===== src/rtl/srsig_pkg.sv =====
`timescale 1ns / 1ps

package srsig_pkg;

    // Datapath micro-operations issued by the controller.
    typedef enum logic [4:0] {
        OP_NONE,
        OP_CAP,
        OP_ST_SQ,
        OP_ST_NUM,
        OP_ST_BOUND,
        OP_ST_SMUL,
        OP_ST_RECIP,
        OP_ST_PKS,
        OP_ST_PKL,
        OP_ST_TM1,
        OP_ST_TM2,
        OP_ST_FIN,
        OP_RP_TRIG,
        OP_RP_IDX,
        OP_RP_TA,
        OP_RP_TB,
        OP_RP_INT,
        OP_RP_T,
        OP_RP_SPD,
        OP_RP_SPD2,
        OP_RP_FIN,
        OP_STEADY,
        OP_DONE,
        OP_LOAD
    } t_op;

    typedef enum logic [1:0] {
        PH_ACCEL,
        PH_STEADY,
        PH_DECEL
    } t_phase;

    typedef enum logic [1:0] {
        REG_TICK_RATE,
        REG_MIN_SPEED,
        REG_TICK_SCALE,
        REG_START_INT
    } t_reg;

    typedef struct packed {
        t_op  op;
        logic div_start;
        logic sqrt_start;
    } t_cmd;

    typedef struct packed {
        logic kind;
        logic step_lt_tgt;
        logic is_steady;
        logic short_move;
        logic div_done;
        logic sqrt_done;
        logic steady_entry;
    } t_sts;

    typedef struct packed {
        logic [23:0] tick_rate;
        logic [15:0] min_speed;
        logic [15:0] tick_scale;
        logic [31:0] start_interval;
    } t_cfg;

    localparam logic [23:0] TICK_RATE_RST   = 24'd14400000;
    localparam logic [15:0] MIN_SPEED_RST   = 16'd30;
    localparam logic [15:0] TICK_SCALE_RST  = 16'd149;
    localparam logic [31:0] START_INT_RST   = 32'd480000;

    localparam logic [31:0] HALF_TURN       = 32'h7fffffff;
    localparam logic [31:0] QUARTER_TURN    = 32'h3fffffff;
    localparam logic [31:0] ROUND_T         = 32'h00004000;
    localparam logic [31:0] ROUND_SPEED     = 32'h00000080;
    localparam logic [31:0] K_355           = 32'd355;
    localparam logic [31:0] K_226           = 32'd226;
    localparam logic [31:0] K_452           = 32'd452;
    localparam logic [31:0] K_113           = 32'd113;

    // Reciprocal of 355 scaled by 2^40, rounded up; exact for any 32-bit dividend.
    localparam logic [31:0] RECIP_355       = 32'd3097215853;

    localparam longint unsigned PI_Q30 = 64'd3373259426;
    localparam longint unsigned TAYLOR_DEN [12] = '{
        64'd2, 64'd12, 64'd30, 64'd56, 64'd90, 64'd132,
        64'd182, 64'd240, 64'd306, 64'd380, 64'd462, 64'd552
    };

endpackage


===== src/rtl/srsig_ctrl.sv =====
`timescale 1ns / 1ps

module srsig_ctrl (
    input  logic            i_clk,
    input  logic            i_rst_n,
    input  logic            i_in_valid,
    output logic            o_in_stall,
    output logic            o_out_valid,
    input  logic            i_out_stall,
    input  srsig_pkg::t_sts i_sts,
    output srsig_pkg::t_cmd o_cmd
);

    import srsig_pkg::*;

    typedef enum logic [4:0] {
        S_IDLE, S_DISP,
        S_ST_SQ, S_ST_NUM, S_ST_DIV1, S_ST_BOUND, S_ST_SMUL, S_ST_RECIP,
        S_ST_SQRT, S_ST_PKS, S_ST_PKL, S_ST_TM1, S_ST_TM2, S_ST_DIV3, S_ST_FIN,
        S_RP_TRIG, S_RP_IDX, S_RP_TA, S_RP_TB, S_RP_INT, S_RP_T, S_RP_SPD,
        S_RP_SPD2, S_RP_CHK, S_RP_DIV, S_RP_FIN,
        S_STEADY, S_DONE, S_LOAD
    } t_state;

    t_state r_state, n_state;
    logic   r_launched, n_launched;
    logic   r_out_valid, n_out_valid;
    t_cmd   cmd;

    always_comb begin
        n_state     = r_state;
        n_launched  = r_launched;
        n_out_valid = (r_out_valid && !i_out_stall) ? 1'b0 : r_out_valid;
        cmd         = '{op: OP_NONE, div_start: 1'b0, sqrt_start: 1'b0};
        unique case (r_state)
            S_IDLE: begin
                if (i_in_valid) begin
                    cmd.op  = OP_CAP;
                    n_state = S_DISP;
                end
            end
            S_DISP: begin
                if (!i_sts.kind)            n_state = S_ST_SQ;
                else if (!i_sts.step_lt_tgt) n_state = S_DONE;
                else if (i_sts.is_steady)   n_state = S_STEADY;
                else                        n_state = S_RP_TRIG;
            end
            S_ST_SQ:  begin cmd.op = OP_ST_SQ;  n_state = S_ST_NUM; end
            S_ST_NUM: begin cmd.op = OP_ST_NUM; n_state = S_ST_DIV1; end
            S_ST_DIV1, S_ST_DIV3, S_RP_DIV: begin
                if (!r_launched) begin
                    cmd.div_start = 1'b1;
                    n_launched    = 1'b1;
                end else if (i_sts.div_done) begin
                    n_launched = 1'b0;
                    unique case (r_state)
                        S_ST_DIV1: n_state = S_ST_BOUND;
                        S_ST_DIV3: n_state = S_ST_FIN;
                        default:   n_state = S_RP_FIN;
                    endcase
                end
            end
            S_ST_BOUND: begin
                cmd.op  = OP_ST_BOUND;
                n_state = i_sts.short_move ? S_ST_SMUL : S_ST_PKL;
            end
            S_ST_SMUL:  begin cmd.op = OP_ST_SMUL;  n_state = S_ST_RECIP; end
            S_ST_RECIP: begin cmd.op = OP_ST_RECIP; n_state = S_ST_SQRT; end
            S_ST_SQRT: begin
                if (!r_launched) begin
                    cmd.sqrt_start = 1'b1;
                    n_launched     = 1'b1;
                end else if (i_sts.sqrt_done) begin
                    n_launched = 1'b0;
                    n_state    = S_ST_PKS;
                end
            end
            S_ST_PKS:  begin cmd.op = OP_ST_PKS;  n_state = S_ST_TM1; end
            S_ST_PKL:  begin cmd.op = OP_ST_PKL;  n_state = S_ST_TM1; end
            S_ST_TM1:  begin cmd.op = OP_ST_TM1;  n_state = S_ST_TM2; end
            S_ST_TM2:  begin cmd.op = OP_ST_TM2;  n_state = S_ST_DIV3; end
            S_ST_FIN:  begin cmd.op = OP_ST_FIN;  n_state = S_LOAD; end
            S_RP_TRIG: begin cmd.op = OP_RP_TRIG; n_state = S_RP_IDX; end
            S_RP_IDX:  begin cmd.op = OP_RP_IDX;  n_state = S_RP_TA; end
            S_RP_TA:   begin cmd.op = OP_RP_TA;   n_state = S_RP_TB; end
            S_RP_TB:   begin cmd.op = OP_RP_TB;   n_state = S_RP_INT; end
            S_RP_INT:  begin cmd.op = OP_RP_INT;  n_state = S_RP_T; end
            S_RP_T:    begin cmd.op = OP_RP_T;    n_state = S_RP_SPD; end
            S_RP_SPD:  begin cmd.op = OP_RP_SPD;  n_state = S_RP_SPD2; end
            S_RP_SPD2: begin cmd.op = OP_RP_SPD2; n_state = S_RP_CHK; end
            S_RP_CHK: begin
                n_state = i_sts.steady_entry ? S_LOAD : S_RP_DIV;
            end
            S_RP_FIN:  begin cmd.op = OP_RP_FIN;  n_state = S_LOAD; end
            S_STEADY:  begin cmd.op = OP_STEADY;  n_state = S_LOAD; end
            S_DONE:    begin cmd.op = OP_DONE;    n_state = S_LOAD; end
            S_LOAD: begin
                if (!r_out_valid || !i_out_stall) begin
                    cmd.op      = OP_LOAD;
                    n_out_valid = 1'b1;
                    n_state     = S_IDLE;
                end
            end
            default: n_state = S_IDLE;
        endcase
    end

    always_ff @(posedge i_clk) begin
        if (!i_rst_n) begin
            r_state     <= S_IDLE;
            r_launched  <= 1'b0;
            r_out_valid <= 1'b0;
        end else begin
            r_state     <= n_state;
            r_launched  <= n_launched;
            r_out_valid <= n_out_valid;
        end
    end

    assign o_cmd       = cmd;
    assign o_in_stall  = (r_state != S_IDLE);
    assign o_out_valid = r_out_valid;

endmodule


===== config.mk =====
export PLATFORM = sky130hd
export DESIGN_NAME = srsig_ctrl
export DESIGN_NICKNAME = d
export VERILOG_FILES = /design/src/rtl/srsig_pkg.sv /design/src/rtl/srsig_ctrl.sv
export SDC_FILE = /design/constraint.sdc
export NUM_CORES = 1
export LEC_CHECK = 0
export BUFFER_PORTS_ARGS = -buffer_cell sky130_fd_sc_hd__buf_2
export CORE_UTILIZATION = 53
export DETAILED_ROUTE_END_ITERATION = 8
export PLACE_DENSITY = 0.78
export SYNTH_ARGS = -nofsm -noshare
export SYNTH_HDL_FRONTEND = slang
export SYNTH_SLANG_ARGS = --single-unit
export TNS_END_PERCENT = 5

===== constraint.sdc =====
create_clock -name i_clk -period 2 [get_ports i_clk]
set_input_delay 0.3 -clock i_clk [delete_from_list [all_inputs] [get_ports i_clk]]
set_output_delay 0.3 -clock i_clk [all_outputs]
set_load 0.02 [all_outputs]

---- Yosys cells after proc, flatten, opt, wreduce, memory -nomap -nowiden ----
Cells that the tools add are included.
storage, ports and cells
  register bits ........................... 7
  input bits .............................. 11
  output and inout bits ................... 9
  logic and storage cells ................. 75
operators by class
  equality and inequality tests ........... 34
  multiplexer cells ....................... 27
  reductions and logical operators ........ 11
operator list
  operator              number
  $pmux W5 S23          2
  $eq A5 B5 Y1 const B  13
  $mux W5               10
  $eq A5 B4 Y1 const B  8
  $eq A5 B3 Y1 const B  4
  $ne A2 B2 Y1 const B  6
  $mux W1               11
  $eq A5 B2 Y1 const B  2
  $pmux W5 S2           1
  $reduce_and A6 Y1     1
  $eq A5 B1 Y1 const B  1
  $logic_not A5 Y1      1
  $reduce_bool A5 Y1    1
  $mux W4               1
  $reduce_or A4 Y1      1
  $mux W3               1
  $reduce_or A3 Y1      1
  $logic_not A1 Y1      2
  $pmux W1 S2           1
  $reduce_bool A2 Y1    1
  $reduce_or A2 Y1      1
  $logic_and A1 B1 Y1   1
  $logic_or A1 B1 Y1    1

---- Logic depth before layout (Yosys ltp) ----
  depth in word-level cells ............... 5
  depth in mapped cells ................... 7
  mapped depth without buffers ............ 5

---- Worst setup path before layout ----
OpenSTA, ideal clock, no wires.
  path type ............................... register to output
  from .................................... register r_state[0]
  to ...................................... output o_cmd[3] in the netlist's numbering
  arrival ................................. 1.418 ns
  data required time ...................... 1.700 ns
  path slack .............................. 0.282 ns
  cell stages (with the launch flop) ...... 6
  path buffers ............................ 2
  cell sequence ........................... dfxtp_1 > buf_2 > buf_2 > nor3b_1 > o21ai_0 > a31oi_1
RTL lines
  element                 RTL line           source
  start, declared         srsig_ctrl.sv:25   t_state r_state, n_state;
  start signal, assigned  srsig_ctrl.sv:114  r_state <= n_state;
  end, declared           srsig_ctrl.sv:11   output srsig_pkg::t_cmd o_cmd

==> flow_metrics.env <==
export IMPL_m1WireLength_microns=1070
export IMPL_gp_congestion=0.954
export IMPL_fin_tns_setup_ns=0
export IMPL_die_width_microns=43.5
export IMPL_ios=20
export IMPL_syn_inst=130
export IMPL_clk_latency_ns=0.26
export IMPL_vias=1084
export IMPL_path_class="reg2out"
export IMPL_antenna_cells=0
export IMPL_cts_sinks=7
export IMPL_synth_cell_area_sq_um=913
export IMPL_critPathMaxStageDelay_ns=0.50
export IMPL_multi_input_area_sq_um=692
export IMPL_synth_main_ff_cell="dfxtp_1"
export IMPL_wl_per_cell_microns=14.6
export IMPL_initial_core_util_pct=58.6
export IMPL_min_period_over_period_pct=94.3
export IMPL_powerDensity_nw_per_um2=1780
export IMPL_avgSynthCellArea_sq_um=7.03
export IMPL_cts_tree="yes"
export IMPL_ys_types=49
export IMPL_grt_first_pass_wirelength_microns=4020
export IMPL_net_switching_power_uw=1010
export IMPL_dpl_hpwl_microns=1850
export IMPL_fin_hold_ws_ns=0.303
export IMPL_postCtsHoldBufs=0
export IMPL_leakage_uw=0.000450
export IMPL_routed_wl_met3_microns=171
export IMPL_cts_resized=3
export IMPL_dieArea_sq_um=1890
export IMPL_final_nets=164
export IMPL_post_cts_setup_buffers=0
export IMPL_skew_ns=0.00967
export IMPL_cp_max_fo=17
export IMPL_fp_row_count=14
export IMPL_die_y_microns=43.5
export IMPL_port_buffers=19
export IMPL_drtIter0Drc=47
export IMPL_area_growth_pct=18.4
export IMPL_regArea_sq_um=150
export IMPL_cp_startpoint="r_state[0]"
export IMPL_rrSetupSlack_ns=0.36
export IMPL_synth_edf_count=0
export IMPL_drc=4
export IMPL_path_clk_slew_ns=0.06
export IMPL_slew_limit_headroom_pct=73.9
export IMPL_core_area_sq_um=1560
export IMPL_layout_cells_non_filler=168
export IMPL_htreeDepth=1
export IMPL_crit_path_top_delay_cell="dfxtp_2"
export IMPL_hold_start="i_rst_n"
export IMPL_grt_pass1_vias=897
export IMPL_hold_end="r_state[1]"
export IMPL_ant_nets=0
export IMPL_clockBufferDepth=2
export IMPL_grt_max_degree=18
export IMPL_dp_cells=164
export IMPL_drtPass1Iterations=6
export IMPL_antenna_found_initial=0
export IMPL_fill_cells=126
export IMPL_yosys_warnings=0
export IMPL_rr_worst_depth=6
export IMPL_status="finished with violations"
export IMPL_maxCapViolations=0
export IMPL_syn_nets=141
export IMPL_async_reset_ff_share_pct=0
export IMPL_p_seq_share_pct=18.1
export IMPL_p_int_uw=913
export IMPL_combPwrFrac_pct=75.0
export IMPL_p_sw_share_pct=52.4
export IMPL_hold_path_class="in2reg"
export IMPL_cp_end_kind="output port"
export IMPL_setup_violations=0
export IMPL_worstPathArrival_ns=1.59
export IMPL_place_area_sq_um=1040
export IMPL_start_kind="flip-flop"
export IMPL_ir_worst_vdd_mv=0.837
export IMPL_ys_seq_area_share_pct=15.3
export IMPL_clock_fmax_mhz=531
export IMPL_holdPathStages=3
export IMPL_final_area_sq_um=1080
export IMPL_cts_root_buf="clkbuf_4"
export IMPL_layout_drive_gt1_share_pct=30.9
export IMPL_tightest_slew_ns=0.391
export IMPL_finalCriticalPeriod_ns=1.89
export IMPL_grt_usage_pct=28.0
export IMPL_rr_startpoint="r_state[3]"
export IMPL_layout_common_cells="buf_2, a21oi_1, nand2_1, nor2_1, buf_4"
export IMPL_rr_endpoint="r_state[2]"
export IMPL_violations="DRC"
export IMPL_final_common_cell="buf_2"
export IMPL_clockPowerShare_pct=6.9
export IMPL_numCtsBuffers=3
export IMPL_hold_violations=0
export IMPL_crit_required_ns=1.70
export IMPL_top_layer="met4"
export IMPL_synth_seq_cells=7
export IMPL_path_cells="xor2_1 -> a2bb2oi_2 -> or2_1 -> nor2_1 -> buf_2"
export IMPL_wl_met2_microns=1190
export IMPL_overflow=0
export IMPL_routed_wl_microns=2450
export IMPL_maxSlewViolCount=0
export IMPL_viasPerCell=6.45
==> how the worst max path moves through the flow <==
| stage | endpoint | cells after the start |
|---|---|---|
| floorplan | o_cmd[3] | 5 |
| global placement | r_state[0] | 5 |
| detailed placement | r_state[0] | 5 |
| CTS | o_cmd[2] | 7 |
| global route | o_cmd[2] | 6 |
| finish | o_cmd[1] | 5 |
==> registers in the layout, summed over array words and instances, names as in the netlist <==
name,flops
r_launched,1
o_out_valid,1
r_state,5
==> power groups by stage <==
| stage | Combinational, uW | Clock (uW) | Sequential, uW |
|---|---|---|---|
| after global routing | 1560 | 146 | 364 |
| after detailed placement | 1410 | 0 | 331 |
| after global placement | 1390 | 0 | 329 |
| after CTS | 1410 | 134 | 336 |
| after floorplan | 1160 | 0 | 236 |
| final | 1440 | 133 | 348 |
==> kinds of logic (layout without fill, tap and decap cells) <==
| family | Yosys count | count (layout) | synth area share [%] |
|---|---|---|---|
| buf+inv | 17 | 39 | 9.45 |
| flops | 7 | 7 | 15.3 |
| compound gates | 48 | 48 | 40.7 |
| simple gates | 54 | 54 | 30.4 |
| xor+xnor | 2 | 2 | 1.92 |
| mux | 1 | 1 | 1.10 |
| fa+ha+maj | 1 | 1 | 1.10 |
==> critical path, delay by kind of cell (launching register included) <==
family          cells  cell delay, ns
compound gates      1            0.23
xor+xnor            1            0.21
buf+inv             1            0.16
flops               1            0.50
simple gates        2            0.24
==> through the flow <==
stage | utilization [%] | setup slack (ns) | power (uW)
6_report | 69.3 | 0.115 | 1920
5_1_grt | 69.3 | -0.000144 | 2070
4_1_cts | 68.6 | 0.0780 | 1880
3_5_place_dp | 66.7 | 0.174 | 1740
3_3_place_gp | 66.7 | 0.178 | 1720
2_1_floorplan | - | 0.282 | 1400
==> cell usage after synthesis, drive strengths merged, types with 2 or more instances <==
| cell | n | area (sq um) |
|---|---|---|
| xor2 | 2 | 17.5 |
| inv | 6 | 22.5 |
| o22a | 2 | 17.5 |
| a31oi | 2 | 12.5 |
| nor2b | 3 | 18.8 |
| and2 | 3 | 18.8 |
| o21ai | 9 | 45.0 |
| nand2 | 11 | 41.3 |
| nor2 | 12 | 45.0 |
| clkbuf | 3 | 11.3 |
| o22ai | 3 | 18.8 |
| a221oi | 2 | 17.5 |
| a21oi | 12 | 60.1 |
| buf | 8 | 52.6 |
| or2 | 3 | 18.8 |
| nand3 | 8 | 40.0 |
| a31o | 2 | 17.5 |
| nand2b | 7 | 43.8 |
| dfxtp | 7 | 140 |
==> final cells by class <==
| cell class | instances | share of cell area [%] |
|---|---|---|
| Clock buffer | 4 | 2.43 |
| Inverter | 6 | 2.08 |
| Timing Repair Buffer | 29 | 15.7 |
| Tap cell | 16 | 1.85 |
| Multi-Input combinational cell | 106 | 64.0 |
| Sequential cell | 7 | 13.9 |
==> routing by layer <==
metal	global-route usage, %	vias to the layer above
met1	37.0	503
met4	6.88	0
met5	0	-
met3	7.50	2
met2	45.5	55
li1	-	524
Power figures use the tool's default switching activity.
